`src/sbpa_pkg.sv`:
```
package sbpa_pkg;

  localparam int unsigned DefNumBins  = 160;
  localparam logic [15:0] EmptyNoise  = 16'hFFFF;
  localparam int unsigned DivW        = 33;

  typedef enum logic [1:0] {
    OP_ADD   = 2'd0,
    OP_READ  = 2'd1,
    OP_CLEAR = 2'd2,
    OP_NONE  = 2'd3
  } op_t;

  typedef enum logic [1:0] {
    REG_START = 2'd0,
    REG_END   = 2'd1,
    REG_STEP  = 2'd2,
    REG_NONE  = 2'd3
  } reg_idx_t;

  typedef enum logic [3:0] {
    S_IDLE,
    S_DIV0,
    S_WAIT0,
    S_RD,
    S_RDW,
    S_UPD,
    S_DIV1,
    S_WAIT1,
    S_FILL,
    S_CLR,
    S_RRD,
    S_RRDW,
    S_OUT
  } state_t;

  typedef struct packed {
    logic start;
    logic busy;
    logic done;
  } div_ctl_t;

endpackage

```
`src/sbpa_div.sv`:
```
// restoring divider, one quotient bit a cycle; quotient is the bin index
module sbpa_div
  import sbpa_pkg::*;
#(
  parameter int unsigned NUM_BINS = DefNumBins
) (
  input  logic            clk,
  input  logic            rst_n,
  input  logic            start,
  input  logic [DivW-1:0] offs,
  input  logic [DivW-1:0] span,
  output div_ctl_t        ctl,
  output logic [7:0]      quot
);
  localparam int unsigned MulW = DivW + 8;
  localparam int unsigned CntW = $clog2(MulW + 1);
  localparam logic [7:0]  Nm1  = 8'(NUM_BINS - 1);

  logic [MulW-1:0] num_r, num_nxt;
  logic [DivW:0]   rem_r, rem_nxt;
  logic [DivW-1:0] den_r, den_nxt;
  logic [CntW-1:0] cnt_r, cnt_nxt;
  logic            busy_r, busy_nxt, done_r, done_nxt;
  logic [DivW:0]   trial;

  always_comb begin
    num_nxt  = num_r;
    rem_nxt  = rem_r;
    den_nxt  = den_r;
    cnt_nxt  = cnt_r;
    busy_nxt = busy_r;
    done_nxt = 1'b0;
    trial    = {rem_r[DivW-1:0], num_r[MulW-1]};
    if (start) begin
      num_nxt  = MulW'(offs) * MulW'(Nm1);
      rem_nxt  = '0;
      den_nxt  = span;
      cnt_nxt  = CntW'(MulW);
      busy_nxt = 1'b1;
    end else if (busy_r) begin
      if (trial >= {1'b0, den_r}) begin
        rem_nxt = trial - {1'b0, den_r};
        num_nxt = {num_r[MulW-2:0], 1'b1};
      end else begin
        rem_nxt = trial;
        num_nxt = {num_r[MulW-2:0], 1'b0};
      end
      cnt_nxt = cnt_r - CntW'(1);
      if (cnt_r == CntW'(1)) begin
        busy_nxt = 1'b0;
        done_nxt = 1'b1;
      end
    end
  end

  always_ff @(posedge clk) begin
    if (!rst_n) begin
      busy_r <= 1'b0;
      done_r <= 1'b0;
      cnt_r  <= '0;
    end else begin
      busy_r <= busy_nxt;
      done_r <= done_nxt;
      cnt_r  <= cnt_nxt;
    end
    num_r <= num_nxt;
    rem_r <= rem_nxt;
    den_r <= den_nxt;
  end

  assign ctl  = '{start: start, busy: busy_r, done: done_r};
  assign quot = num_r[7:0];
endmodule

```
`config.mk`:
```
export PLATFORM = sky130hd
export DESIGN_NAME = sbpa_div
export DESIGN_NICKNAME = d
export VERILOG_FILES = /design/src/sbpa_pkg.sv /design/src/sbpa_div.sv
export SDC_FILE = /design/constraint.sdc
export NUM_CORES = 1
export LEC_CHECK = 0
export CAP_MARGIN = 20
export CORE_MARGIN = 1
export CORE_UTILIZATION = 54
export CTS_CLUSTER_SIZE = 8
export DETAILED_ROUTE_END_ITERATION = 8
export DONT_BUFFER_PORTS = 1
export PLACE_DENSITY = 0.72
export SYNTH_ARGS = -nofsm -noshare
export SYNTH_HDL_FRONTEND = slang
export SYNTH_SLANG_ARGS = --single-unit
```
`constraint.sdc`:
```
create_clock -name clk -period 5 [get_ports clk]
set_clock_uncertainty 0.2 [all_clocks]
set_input_delay 0.25 -clock clk [delete_from_list [all_inputs] [get_ports clk]]
set_output_delay 0.25 -clock clk [all_outputs]
set_load 0.01 [all_outputs]
```
==> After elaboration in Yosys (flattened, before gate mapping) <==
Index checks and enable logic that the tools add are counted.
{ "word_totals": {"register_bits": 115} }
{ "op_classes": {"n_addsub": 2, "n_mul": 1, "magnitude_cmp": 1, "n_eq_ne": 1, "muxes": 10, "bitwise": 2, "n_reduce_logical": 3} }
{ "op_table": {"columns": ["operator", "n"], "rows": [
  ["41-bit two-way mux", 2],
  ["33-bit by 8-bit multiplier with 41-bit output, second input constant", 1],
  ["34-bit by 33-bit greater-or-equal comparator with 1-bit output", 1],
  ["33-bit two-way mux", 1],
  ["33-bit subtractor", 1],
  ["6-bit two-way mux", 2],
  ["6-bit by 1-bit equality test with 1-bit output, second input constant", 1],
  ["6-bit by 1-bit subtractor with 6-bit output, second input constant", 1],
  ["1-bit two-way mux", 5],
  ["3-bit OR reduction", 1],
  ["1-bit NOT", 2],
  ["2-bit nonzero test", 1],
  ["2-bit OR reduction", 1]
]} }

==> Depth between registers and ports, before layout <==
Gate-level depths: netlist of the first run.
{ "depth": {"ltp_word": 4, "mapped_depth": 19} }

==> Worst setup path before layout of the first run <==
OpenSTA, ideal clock, no wires.
{ "synth_path": {"path_type": "input -> register", "start": "in offs[9]", "end": "reg num_r[37], data pin", "setup_ps": 260, "arrival_ps": 4210, "required_time_ps": 4540, "slack_ps": 330, "path_stages": 16, "path_cell_list": "fa_1 > ha_1 > fa_1 > inv_1 > fa_1 > inv_1 > ha_1 > a21oi_2 > o211ai_1 > and2_1 > o311ai_2 > a21oi_2 > a31oi_1 > o221ai_1 > xnor2_1 > mux2_2"} }
{ "synth_between": {"elab_chain_len": 2} }
{ "synth_rtl": {"columns": ["element", "line", "source"], "rows": [
  ["from (decl)", "sbpa_div.sv:10", "input logic [DivW-1:0] offs,"],
  ["33-bit by 8-bit multiplier with 41-bit output", "sbpa_div.sv:35", "num_nxt = MulW'(offs) * MulW'(Nm1);"],
  ["41-bit two-way mux", "sbpa_div.sv:34", "if (start) begin"],
  ["named net num_nxt[37]", "sbpa_div.sv:19", "logic [MulW-1:0] num_r, num_nxt;"],
  ["to (signal assigned)", "sbpa_div.sv:66", "num_r <= num_nxt;"],
  ["to (decl)", "sbpa_div.sv:19", null]
]} }
The timed path passes the listed nets, and every way through them passes these cells.
A chain may end at the register's enable or synchronous reset.

==> Final worst setup path of the first run <==
Ends and elaborated chain as after synthesis.

==> impl_summary.txt, run 1 <==
----------------------------------------------------
[Run status]
  Run status ... finished clean

[Clock network]
  Later-pin clock latency in the skew report ... 410 ps
  Number of buffers created by CTS ... 17
  Post-cts sizing count ... 0
  Clock-pin slew of the registers on the worst-case setup and hold paths ... 60 ps
  CTS tree ... yes
  CTS root buf ... clkbuf_16
  Buffer levels on the longest clock path ... 2
  Maximum level of the CTS H-tree ... 4
  TritonCTS sink count ... 115

[GRT]
  Via count of the first global-routing pass ... 9102
  Number of antenna violations at the first check in global routing ... 1
  Grt total ovfl ... 0
  Global-route wire length before repair ... ~43 mm
  Pin count of the biggest net entering global routing ... 102
  GRT Util Overall ... 0.223

[Setup path]
  Critical path class ... in -> reg
  Data required, critical path ... 4960 ps
  Crit. End Element ... flip-flop
  CP max FO ... 6
  Critical Path Start Type ... input pin
  Worst EP arrival ... 4610 ps
  Minimum setup slack among reg-to-reg paths ... 1280 ps
  R2r startpoint ... num_r[40]
  Worst setup startpoint ... offs[9]
  RR Endpoint ... rem_r[17]
  Depth of the most critical reg-to-reg path ... 12

[Timing]
  Setup TNS ... 0 ps
  Normalized max-slew margin ... 0.435
  WHS ... around 24 ps
  Final setup violation count ... 0
  Unrepaired setup endpoints after global routing ... false
  Clock period minus worst slack ... 4640 ps
  Fmax ... between 0.2 and 0.25 GHz
  Pin slew with the least headroom to its limit ... 848 ps
  Slew Limit Fails ... 0
  Hold violation count in the final report ... 0
  Final critical-path share of the clock period ... 0.928

[Floorplan]
  Initial standard-cell utilization of the core ... 0.559
  DIE AREA ... about 23000 µm²
  Height of the die ... 153 µm
  Floorplan Core Area ... 22100 µm²
  I/O pin total ... 80
  Rows ... 54
  Horiz. Die Dim ... ~150 µm

[Routing]
  Routed wire length per instance ... 15.2 µm
  DR pass1 iterations ... 4
  Wire length reported by the detailed router ... 24.9 mm
  Post-detailed-route DRC marker count ... 0
  Number of design-rule violations left by the first detailed-router iteration ... 533
  Number of vias per cell after detailed routing ... 5.57
  Detail Route Antenna Nets ... 0
  Vias after detailed routing ... 9114

[Hold path]
  Worst min-delay path class ... in -> reg
  Worst hold path startpoint ... start
  Worst hold path endpoint ... num_r[39]
  Worst hold stages ... 2

[Finish]
  Final Net Count ... 1653
  Area growth from synthesis to layout ... 9.21%
  Fraction of layout instances using a drive strength above 1 ... 0.0642

[Power and ir drop]
  Highest ir drop seen on vdd ... 0.275 mV
  Total power per unit cell area ... 523 nW/µm²
  Pleak ... 6.41 nW
  Total Power Consumption ... 7.05 mW

[Synth]
  Number of flops mapped to enable cells by yosys ... 74
  Post-synthesis cell count ... 1322
  Most area-consuming cells after synthesis ... fa_1 (20%), edfxtp_1 (18%), ha_1 (12%), inv_1 (8.7%), dfxtp_1 (6.6%)
  Library cell occupying the most area in the post-synthesis netlist ... fa_1
  Top cell type's share of synthesized area ... 0.199
  Fraction of registers with async set or reset after synthesis ... 0
  Net Count, Synth ... 1633
  Cell with the most instances after synthesis ... inv_1
  Netlist area before placement ... 12400 µm²
  Count of warnings emitted by yosys ... 0
  Sequential-to-total area share from yosys stat ... 0.246
  Library cells used by synthesis ... between 70 and 80
  #FFs+latches synth ... 115
  Top cell types by occurrence after synthesis ... inv_1 (287), fa_1 (123), ha_1 (119)
  Dominant synthesized flop cell ... edfxtp_1
  Post-synthesis average cell area ... 9.35 µm²

[Placed design]
  HPWL reported at the end of detailed placement ... 18.7 mm
  Placer congestion estimate ... 0.852
  I/O Buffers ... 0

[Run]
  Max-capacitance violation count ... 0

----------------------------------------------------
==> kinds of logic (layout without fill, tap and decap cells) <==
family	Yosys count	in the layout	share of synthesized area
AO/OA/AOI/OAI	273	273	0.155
XOR/XNOR	62	62	0.0440
adder cells (fa/ha/maj)	242	242	0.320
buffers and inverters	332	365	0.107
flip-flops	115	115	0.246
multiplexers	29	29	0.0264
other	0	1	0
AND/OR/NAND/NOR	269	269	0.101
==> sequential cells by signal, summed over array words and instances (netlist names) <==
signal / count
num_r: 41
cnt_r: 6
done_r: 1
den_r: 33
busy_r: 1
rem_r: 33
==> layer usage <==
layer / vias to the layer above / track usage / share of wire
li1: 4465 / - / -
met1: 4462 / 0.306 / 0.48
met2: 161 / 0.376 / 0.48
met3: 26 / 0.0360 / 0.036
met4: 0 / 0.0409 / 0.0095
met5: - / 0 / 0
==> cell usage in the layout (no fill, tap or decap), types with 29 or more instances in the layout <==
cell type,Yosys,layout
ha_1,119,119
dlygate4sd3_1,0,36
nor2_1,70,70
o21ai_0,32,32
edfxtp_1,74,74
nand2_1,90,90
a21o_1,34,34
dfxtp_1,41,40
xnor2_1,43,43
inv_1,287,287
fa_1,123,123
a21oi_1,71,71
mux2_2,29,29
==> area by class of cell <==
class | instances | area, µm²
Multi-Input combinational cell | 875 | 7990
Fill cell | 1894 | 8600
Clock inverter | 12 | 139
Antenna cell | 1 | 2.50
Tap cell | 280 | 350
Timing Repair Buffer | 45 | 448
Sequential cell | 115 | 3040
Clock buffer | 20 | 437
Inverter | 288 | 1080
==> worst max path at each step <==
stage	cells past startpoint	endpoint	slack [ps]
2_1_floorplan	16	num_r[37]	330
3_3_place_gp	16	num_r[35]	120
3_5_place_dp	16	num_r[37]	6
4_1_cts	16	num_r[37]	420
5_1_grt	16	num_r[37]	70
6_report	16	num_r[37]	360
==> critical path: stages <==
cell and delay, ps:
fa_1 480, ha_1 310, fa_1 540, inv_1 60, fa_1 530, inv_1 40
ha_1 370, a21oi_2 210, o211ai_1 120, and2_1 210, o311ai_2 330, a21oi_2 110
a31oi_1 390, o221ai_1 220, xnor2_1 170, mux2_2 260
==> stage by stage <==
stage	util	cell area, µm²	worst slack (ps)	instances
6_report	0.611	13500	359	1636
5_1_grt	0.611	13500	65.9	1635
4_1_cts	0.611	13500	417	1635
3_5_place_dp	0.567	12500	6.13	1566
3_3_place_gp	0.567	12500	120	1566
2_1_floorplan	-	12400	330	1322
==> power breakdown <==
group	switching (mW)	internal, mW
Clock	0.437	0.775
Sequential	0.0893	1.34
Combinational	2.42	1.98
Total	2.95	4.10
==> repair_timing <==
action | 4_1_cts | 5_1_grt
endpoints found under the setup margin | 0 | 0
endpoints found under the hold margin | 133 | 0
hold buffers | 37 | 0
buffers inserted | 0 | 0
(Power assumes the default switching activity.)
==> inputs of run 2 (changes only) <==
--- a/config.mk
+++ b/config.mk
@@ -5,7 +5,7 @@
 export SDC_FILE = /design/constraint.sdc
 export NUM_CORES = 1
 export LEC_CHECK = 0
-export CAP_MARGIN = 20
+export ABC_AREA = 1
 export CORE_MARGIN = 1
 export CORE_UTILIZATION = 54
 export CTS_CLUSTER_SIZE = 8
==> impl_summary.txt, run 2 <==
----------------------------------------------------
[Finish]
  Final design instance area without fill ... 14700 µm² (+9.3%)
  Fraction of layout instances using a drive strength above 1 ... 0.0347 (-0.0295)
  Total inserted antenna cells ... 0 (-1)
  Regs by FF count ... num_r x41, den_r x33, rem_r x33
  Final cell utilization of the core ... 0.603 (-0.00777)
  Most common cell after layout, fill and taps aside ... nand2_1
  Area growth from synthesis to layout ... 9.09%
  Flip-flop count of the largest register, all copies and words added ... 41 (unchanged)
  Most frequent cells in the layout ... nand2_1 (497), inv_1 (452), nand3_1 (139)
  Register with the most flip-flops ... num_r
  Final Net Count ... 2200 (+33%)
  Filler-free cell count of the finished design ... 2226 (+36%)
  Filler instances ... 2262 (+19%)

[Synth]
  Netlist area before placement ... 13500 µm² (+9.4%)
  Net Count, Synth ... 2173 (+33%)
  Simple logic cell fraction of the synthesized area ... 0.261 (+0.160)
  Top cell type's share of synthesized area ... 0.182 (-0.0172)
  Top cell types by occurrence after synthesis ... nand2_1 (497), inv_1 (452), nand3_1 (139)
  Post-synthesis average cell area ... 7.26 µm² (-22%)
  Fraction of registers with async set or reset after synthesis ... 0 (unchanged)
  Dominant synthesized flop cell ... edfxtp_1
  Post-synthesis cell count ... 1862 (+41%)
  Most area-consuming cells after synthesis ... fa_1 (18%), edfxtp_1 (16%), nand2_1 (14%), inv_1 (13%), ha_1 (11%)
  Proportion of synthesized area in mux cells ... 0 (-0.0264)
  Count of warnings emitted by yosys ... 0 (unchanged)
  Library cell occupying the most area in the post-synthesis netlist ... fa_1
  Cell with the most instances after synthesis ... nand2_1
  Number of flops mapped to enable cells by yosys ... 74 (unchanged)
  Xor/xnor share of the synthesized area ... 0.0181 (-0.0258)
  #FFs+latches synth ... 115 (unchanged)
  Share of synthesized cell area in full adder, half adder and majority cells ... 0.292 (-0.0276)
  Sequential-to-total area share from yosys stat ... 0.225 (-0.0212)
  Compound-Gate Fraction of Synth Area ... 0.0615 (-0.0939)
  Library cells used by synthesis ... 41 (-47%)
  Largest family of logic cells by synthesized area ... adder cells

[Floorplan]
  I/O pin total ... 80 (unchanged)
  Initial standard-cell utilization of the core ... 0.553 (-0.00652)
  Rows ... 57 (+5.6%)
  DIE AREA ... 25700 µm² (+9.3%)
  Height of the die ... 160 µm (+4.5%)
  Floorplan Core Area ... 24500 µm² (+11%)
  Horiz. Die Dim ... 160 µm (+4.5%)

[Placed design]
  Cell area after placement ... 13800 µm² (+9.8%)
  Post-place setup slack ... 526 ps (+520 ps)
  Placer congestion estimate ... 0.936 (+9.9%)
  HPWL reported at the end of detailed placement ... 25.7 mm (+37%)
  Post-placement cell count ... 2157 (+38%)
  I/O Buffers ... 0 (unchanged)

[Setup path]
  Minimum setup slack among reg-to-reg paths ... 1820 ps (+540 ps)
  Data required, critical path ... 4980 ps (+20 ps)
  CP max FO ... 4 (-2)
  Worst setup startpoint ... offs[0]
  Crit. End Element ... flip-flop
  R2r startpoint ... num_r[40]
  Depth of the most critical reg-to-reg path ... 13 (+1)
  Critical Path Start Type ... input pin
  RR Endpoint ... rem_r[22]
  Worst EP arrival ... 4370 ps (-240 ps)
  Critical path class ... in -> reg
  Capturing instance or port of the critical path ... num_r[32]

[Timing]
  Hold violation count in the final report ... 0 (unchanged)
  Unrepaired setup endpoints after global routing ... false
  Pin slew with the least headroom to its limit ... 702 ps (-145 ps)
  Setup slack after layout ... 612 ps (+253 ps)
  Normalized max-slew margin ... 0.520 (+0.0848)
  Fmax ... 0.228 GHz (+5.8%)
  Setup TNS ... 0 ps (unchanged)
  Clock period minus worst slack ... 4390 ps (-253 ps)
  Final setup violation count ... 0 (unchanged)
  Final critical-path share of the clock period ... 0.878 (-0.0507)
  WHS ... 13.2 ps (-10.7 ps)
  Slew Limit Fails ... 0 (unchanged)

[GRT]
  Pin count of the biggest net entering global routing ... 62 (-39%)
  GRT Util Overall ... 0.257 (+0.0340)
  Global-route wire length before repair ... 53.1 mm (+24%)
  Number of antenna violations at the first check in global routing ... 0 (-1)
  Grt total ovfl ... 0 (unchanged)
  Via count of the first global-routing pass ... 11500 (+27%)

[Routing]
  DR pass1 iterations ... 5 (+1)
  Wire length reported by the detailed router ... 31.5 mm (+26%)
  Number of design-rule violations left by the first detailed-router iteration ... 735 (+38%)
  Vias after detailed routing ... 11400 (+25%)
  Number of vias per cell after detailed routing ... 5.11 (-8.3%)
  Post-detailed-route DRC marker count ... 0 (unchanged)
  Detail Route Antenna Nets ... 0 (unchanged)
  Routed wire length per instance ... 14.2 µm (-7.1%)

[Power and ir drop]
  Highest ir drop seen on vdd ... 0.233 mV (-16%)
  Total Power Consumption ... 6.78 mW (-3.9%)
  Total power per unit cell area ... 459 nW/µm² (-12%)
  Pleak ... 7.86 nW (+23%)

[Clock network]
  Total of hold buffers inserted after clock tree synthesis ... 37 (unchanged)
  Later-pin clock latency in the skew report ... 430 ps (+20 ps)
  TritonCTS sink count ... 115 (unchanged)
  Maximum level of the CTS H-tree ... 4 (unchanged)
  Number of buffers created by CTS ... 17 (unchanged)
  CTS root buf ... clkbuf_16
  Post-cts sizing count ... 0 (unchanged)
  CTS tree ... yes
  Clock-pin slew of the registers on the worst-case setup and hold paths ... 60 ps (about the same)
  Buffer levels on the longest clock path ... 2 (unchanged)
  Buffer count from post-CTS setup fixing ... 0 (unchanged)

[Run status]
  Run status ... finished clean

[Hold path]
  Worst min-delay path class ... in -> reg

[Run]
  Max-capacitance violation count ... 0 (unchanged)

----------------------------------------------------
-- run 2: worst min-delay path by stage --
stage                   from        end  slack [ps]  cells past startpoint
finish                 start  den_r[26]          10                      1
global route           start  den_r[27]          20                      1
CTS                    start  rem_r[21]           6                      4
detailed placement  span[30]  den_r[30]         150                      0
global placement    span[28]  den_r[28]         150                      0
floorplan            span[0]   den_r[0]         150                      0
-- run 2: power by group --
part	internal [mW]	switching (mW)	leakage, nW	total (mW)
sequential	1.29	0.0704	1.07	1.36
clock	0.789	0.446	0.287	1.24
combinational	1.51	2.67	6.50	4.18
total	3.59	3.19	7.86	6.78
-- run 2: cell type report --
class                   count  area [µm²]  share of cell area
multi-input cells        1257        8550               0.580
clock inverters            11         126             0.00857
flip-flops and latches    115        3040               0.206
inverters                 456        1710               0.116
clock buffers              21         482              0.0327
well taps                 324         405              0.0275
repair buffers             42         425              0.0288
-- run 2: worst max-delay path, cell delays in order --
cell           delay, ps
dlygate4sd3_1        560
ha_1                 180
inv_1                 60
fa_1                 480
inv_1                 50
ha_1                 260
inv_1                 50
fa_1                 580
inv_1                 60
ha_1                 270
nand3_1              110
nor2_1               330
nor2_1               150
o21ai_0              490
nand2_1              190
nand2_1              110
nand2_1               50
nand3_1               90
nand2_1               60
-- run 2: logic make-up after synthesis --
group                    after synthesis
AND/OR/NAND/NOR                      832
buffers and inverters                490
adder cells (fa/ha/maj)              242
AO/OA/AOI/OAI                        155
flip-flops                           115
XOR/XNOR                              28
-- run 2: routing by layer --
layer	vias to the layer above	track usage	part of all wire
met4	0	0.0922	0.025
met2	230	0.469	0.50
met1	5313	0.312	0.44
met5	-	0	0
met3	55	0.0288	0.034
li1	5769	-	-
==> inputs of run 3 (changes only) <==
--- a/config.mk
+++ b/config.mk
@@ -7,11 +7,10 @@
 export LEC_CHECK = 0
 export ABC_AREA = 1
 export CORE_MARGIN = 1
-export CORE_UTILIZATION = 54
+export CORE_UTILIZATION = 40
 export CTS_CLUSTER_SIZE = 8
 export DETAILED_ROUTE_END_ITERATION = 8
 export DONT_BUFFER_PORTS = 1
-export PLACE_DENSITY = 0.72
 export SYNTH_ARGS = -nofsm -noshare
 export SYNTH_HDL_FRONTEND = slang
 export SYNTH_SLANG_ARGS = --single-unit
==> constraint.sdc (replaced) <==
create_clock -name clk -period 5.3 [get_ports clk]
set_clock_uncertainty 0.2 [all_clocks]
set_input_delay 0.265 -clock clk [delete_from_list [all_inputs] [get_ports clk]]
set_output_delay 0.265 -clock clk [all_outputs]
set_load 0.01 [all_outputs]
==> impl_summary.txt, run 3 (synthesis gave the netlist of run 2 again) <==
----------------------------------------------------
[Setup path]
  Worst EP arrival ... 4060 ps (-310 ps)
  Minimum setup slack among reg-to-reg paths ... 2200 ps (+380 ps)
  R2r startpoint ... num_r[40]
  Capturing instance or port of the critical path ... num_r[20]
  CP max FO ... 5 (+1)
  Data required, critical path ... 5260 ps (+280 ps)
  Critical Path Start Type ... input pin
  Critical path class ... in -> reg
  RR Endpoint ... rem_r[12]
  Depth of the most critical reg-to-reg path ... 13 (unchanged)
  Crit. End Element ... flip-flop
  Worst setup startpoint ... offs[5]

[Routing]
  Routed wire length per instance ... 14.4 µm (+1.6%)
  Number of vias per cell after detailed routing ... 4.79 (-6.2%)
  Detail Route Antenna Nets ... 0 (unchanged)
  DR pass1 iterations ... 6 (+1)
  Vias after detailed routing ... 11200 (-1.2%)
  Wire length reported by the detailed router ... 33.7 mm (+7.0%)
  Post-detailed-route DRC marker count ... 0 (unchanged)
  Number of design-rule violations left by the first detailed-router iteration ... 706 (-3.9%)

[Timing]
  Final setup violation count ... 0 (unchanged)
  Pin slew with the least headroom to its limit ... 911 ps (+209 ps)
  Final critical-path share of the clock period ... 0.773
  Setup TNS ... 0 ps (unchanged)
  Unrepaired setup endpoints after global routing ... false
  Fmax ... 0.244 GHz
  Normalized max-slew margin ... 0.391 (-0.129)
  WHS ... 17.2 ps (+4.08 ps)
  Slew Limit Fails ... 0 (unchanged)
  Clock period minus worst slack ... 4100 ps
  Hold violation count in the final report ... 0 (unchanged)

[Floorplan]
  Horiz. Die Dim ... 186 µm (+16%)
  Height of the die ... 186 µm (+16%)
  DIE AREA ... 34500 µm² (+35%)
  I/O pin total ... 80 (unchanged)
  Initial standard-cell utilization of the core ... 0.411 (-0.141)
  Rows ... 66 (+16%)
  Floorplan Core Area ... 32900 µm² (+34%)

[Finish]
  Register with the most flip-flops ... num_r
  Area used by sequential logic in the layout ... 3040 µm² (unchanged)
  Most frequent cells in the layout ... nand2_1 (497), inv_1 (451), nand3_1 (139)
  Fraction of layout instances using a drive strength above 1 ... 0.0352 (+0.000526)
  Final Net Count ... 2200 (unchanged)
  Area growth from synthesis to layout ... 10.7%
  Area taken by multi-input logic gates ... 8560 µm² (about the same)
  Total inserted antenna cells ... 0 (unchanged)
  Regs by FF count ... num_r x41, den_r x33, rem_r x33
  Flip-flop count of the largest register, all copies and words added ... 41 (unchanged)
  Filler instances ... 3434 (+52%)
  Most common cell after layout, fill and taps aside ... nand2_1

[Clock network]
  Later-pin clock latency in the skew report ... 420 ps (about the same)
  TritonCTS sink count ... 115 (unchanged)
  CTS root buf ... clkbuf_16
  CTS tree ... yes
  Clock-pin slew of the registers on the worst-case setup and hold paths ... 60 ps (about the same)
  Buffer levels on the longest clock path ... 2 (unchanged)
  Number of buffers created by CTS ... 17 (unchanged)
  Maximum level of the CTS H-tree ... 4 (unchanged)

[GRT]
  Via count of the first global-routing pass ... 11300 (-1.7%)
  Number of antenna violations at the first check in global routing ... 0 (unchanged)
  Grt total ovfl ... 0 (unchanged)
  Pin count of the biggest net entering global routing ... 60 (-3.2%)
  GRT Util Overall ... 0.205 (-0.0527)
  Global-route wire length before repair ... 55.7 mm (+4.9%)

[Power and ir drop]
  Highest ir drop seen on vdd ... 0.202 mV (-13%)
  Total power per unit cell area ... 441 nW/µm² (-4.1%)
  Pleak ... 7.90 nW (+0.46%)

[Run status]
  Run status ... finished clean

[Placed design]
  HPWL reported at the end of detailed placement ... 27.0 mm (+5.1%)
  I/O Buffers ... 0 (unchanged)
  Placer congestion estimate ... 0.932 (-0.36%)

[Run]
  Max-capacitance violation count ... 0 (unchanged)

[Hold path]
  Worst min-delay path class ... in -> reg

----------------------------------------------------
==> run 3: area by class of cell <==
class,instances,share of cell area
Sequential cell,115,0.203
Inverter,456,0.114
Timing Repair Buffer,42,0.0286
Clock inverter,13,0.0146
Multi-Input combinational cell,1257,0.572
Tap cell,442,0.0370
Clock buffer,19,0.0303
==> run 3: critical path, stage by stage <==
cell and delay, ps:
fa_1 460, ha_1 320, fa_1 550, inv_1 60
fa_1 530, inv_1 40, ha_1 350, a21oi_1 300
o21ai_0 220, inv_1 110, nand3_1 200, nand2_1 110
nand2_1 80, or2_2 280, nand3_1 120, nand2_1 70
==> run 3: layer usage <==
| layer | vias to the layer above | routed length, µm | GRT usage | share of wire |
|---|---|---|---|---|
| met2 | 217 | 15700 | 0.348 | 0.47 |
| li1 | 5774 | - | - | - |
| met5 | - | 0 | 0 | 0 |
| met4 | 0 | 455 | 0.0472 | 0.013 |
| met1 | 5207 | 16400 | 0.274 | 0.49 |
| met3 | 32 | 1160 | 0.0280 | 0.034 |
==> run 3: what timing repair did <==
item / in CTS / in global routing
hold buffers: 38 / 0
gates resized for setup: 0 / 0
setup buffers: 0 / 0
endpoints found under the hold margin: 100 / 0
==> run 3: where the power goes <==
part / internal [mW] / total [mW] / switching (mW) / leakage (nW)
Clock: 0.868 / 1.31 / 0.445 / 0.325
Combinational: 1.43 / 4.00 / 2.57 / 6.50
Sequential: 1.21 / 1.28 / 0.0704 / 1.07
==> run 3: through the flow <==
step / cells / worst slack (ps) / power [mW] / util / instance area, µm²
floorplan: 1862 / 1360 / 4.28 / - / 13500
global route: 2344 / 1010 / 7.30 / 0.455 / 15000
CTS: 2344 / 1220 / 6.63 / 0.455 / 15000
global placement: 2274 / 818 / 5.24 / 0.423 / 13900
detailed placement: 2274 / 777 / 5.25 / 0.423 / 13900
finish: 2344 / 1200 / 6.60 / 0.455 / 15000
==> run 3: how the worst min path moves through the flow <==
stage / startpoint / endpoint / slack, ps / depth (start not counted)
after global routing: start / rem_r[24] / 30 / 3
final: offs[1] / num_r[1] / 20 / 3
after global placement: span[25] / den_r[25] / 160 / 0
after CTS: start / rem_r[32] / 4 / 3
after detailed placement: span[32] / den_r[32] / 160 / 0
after floorplan: span[0] / den_r[0] / 160 / 0
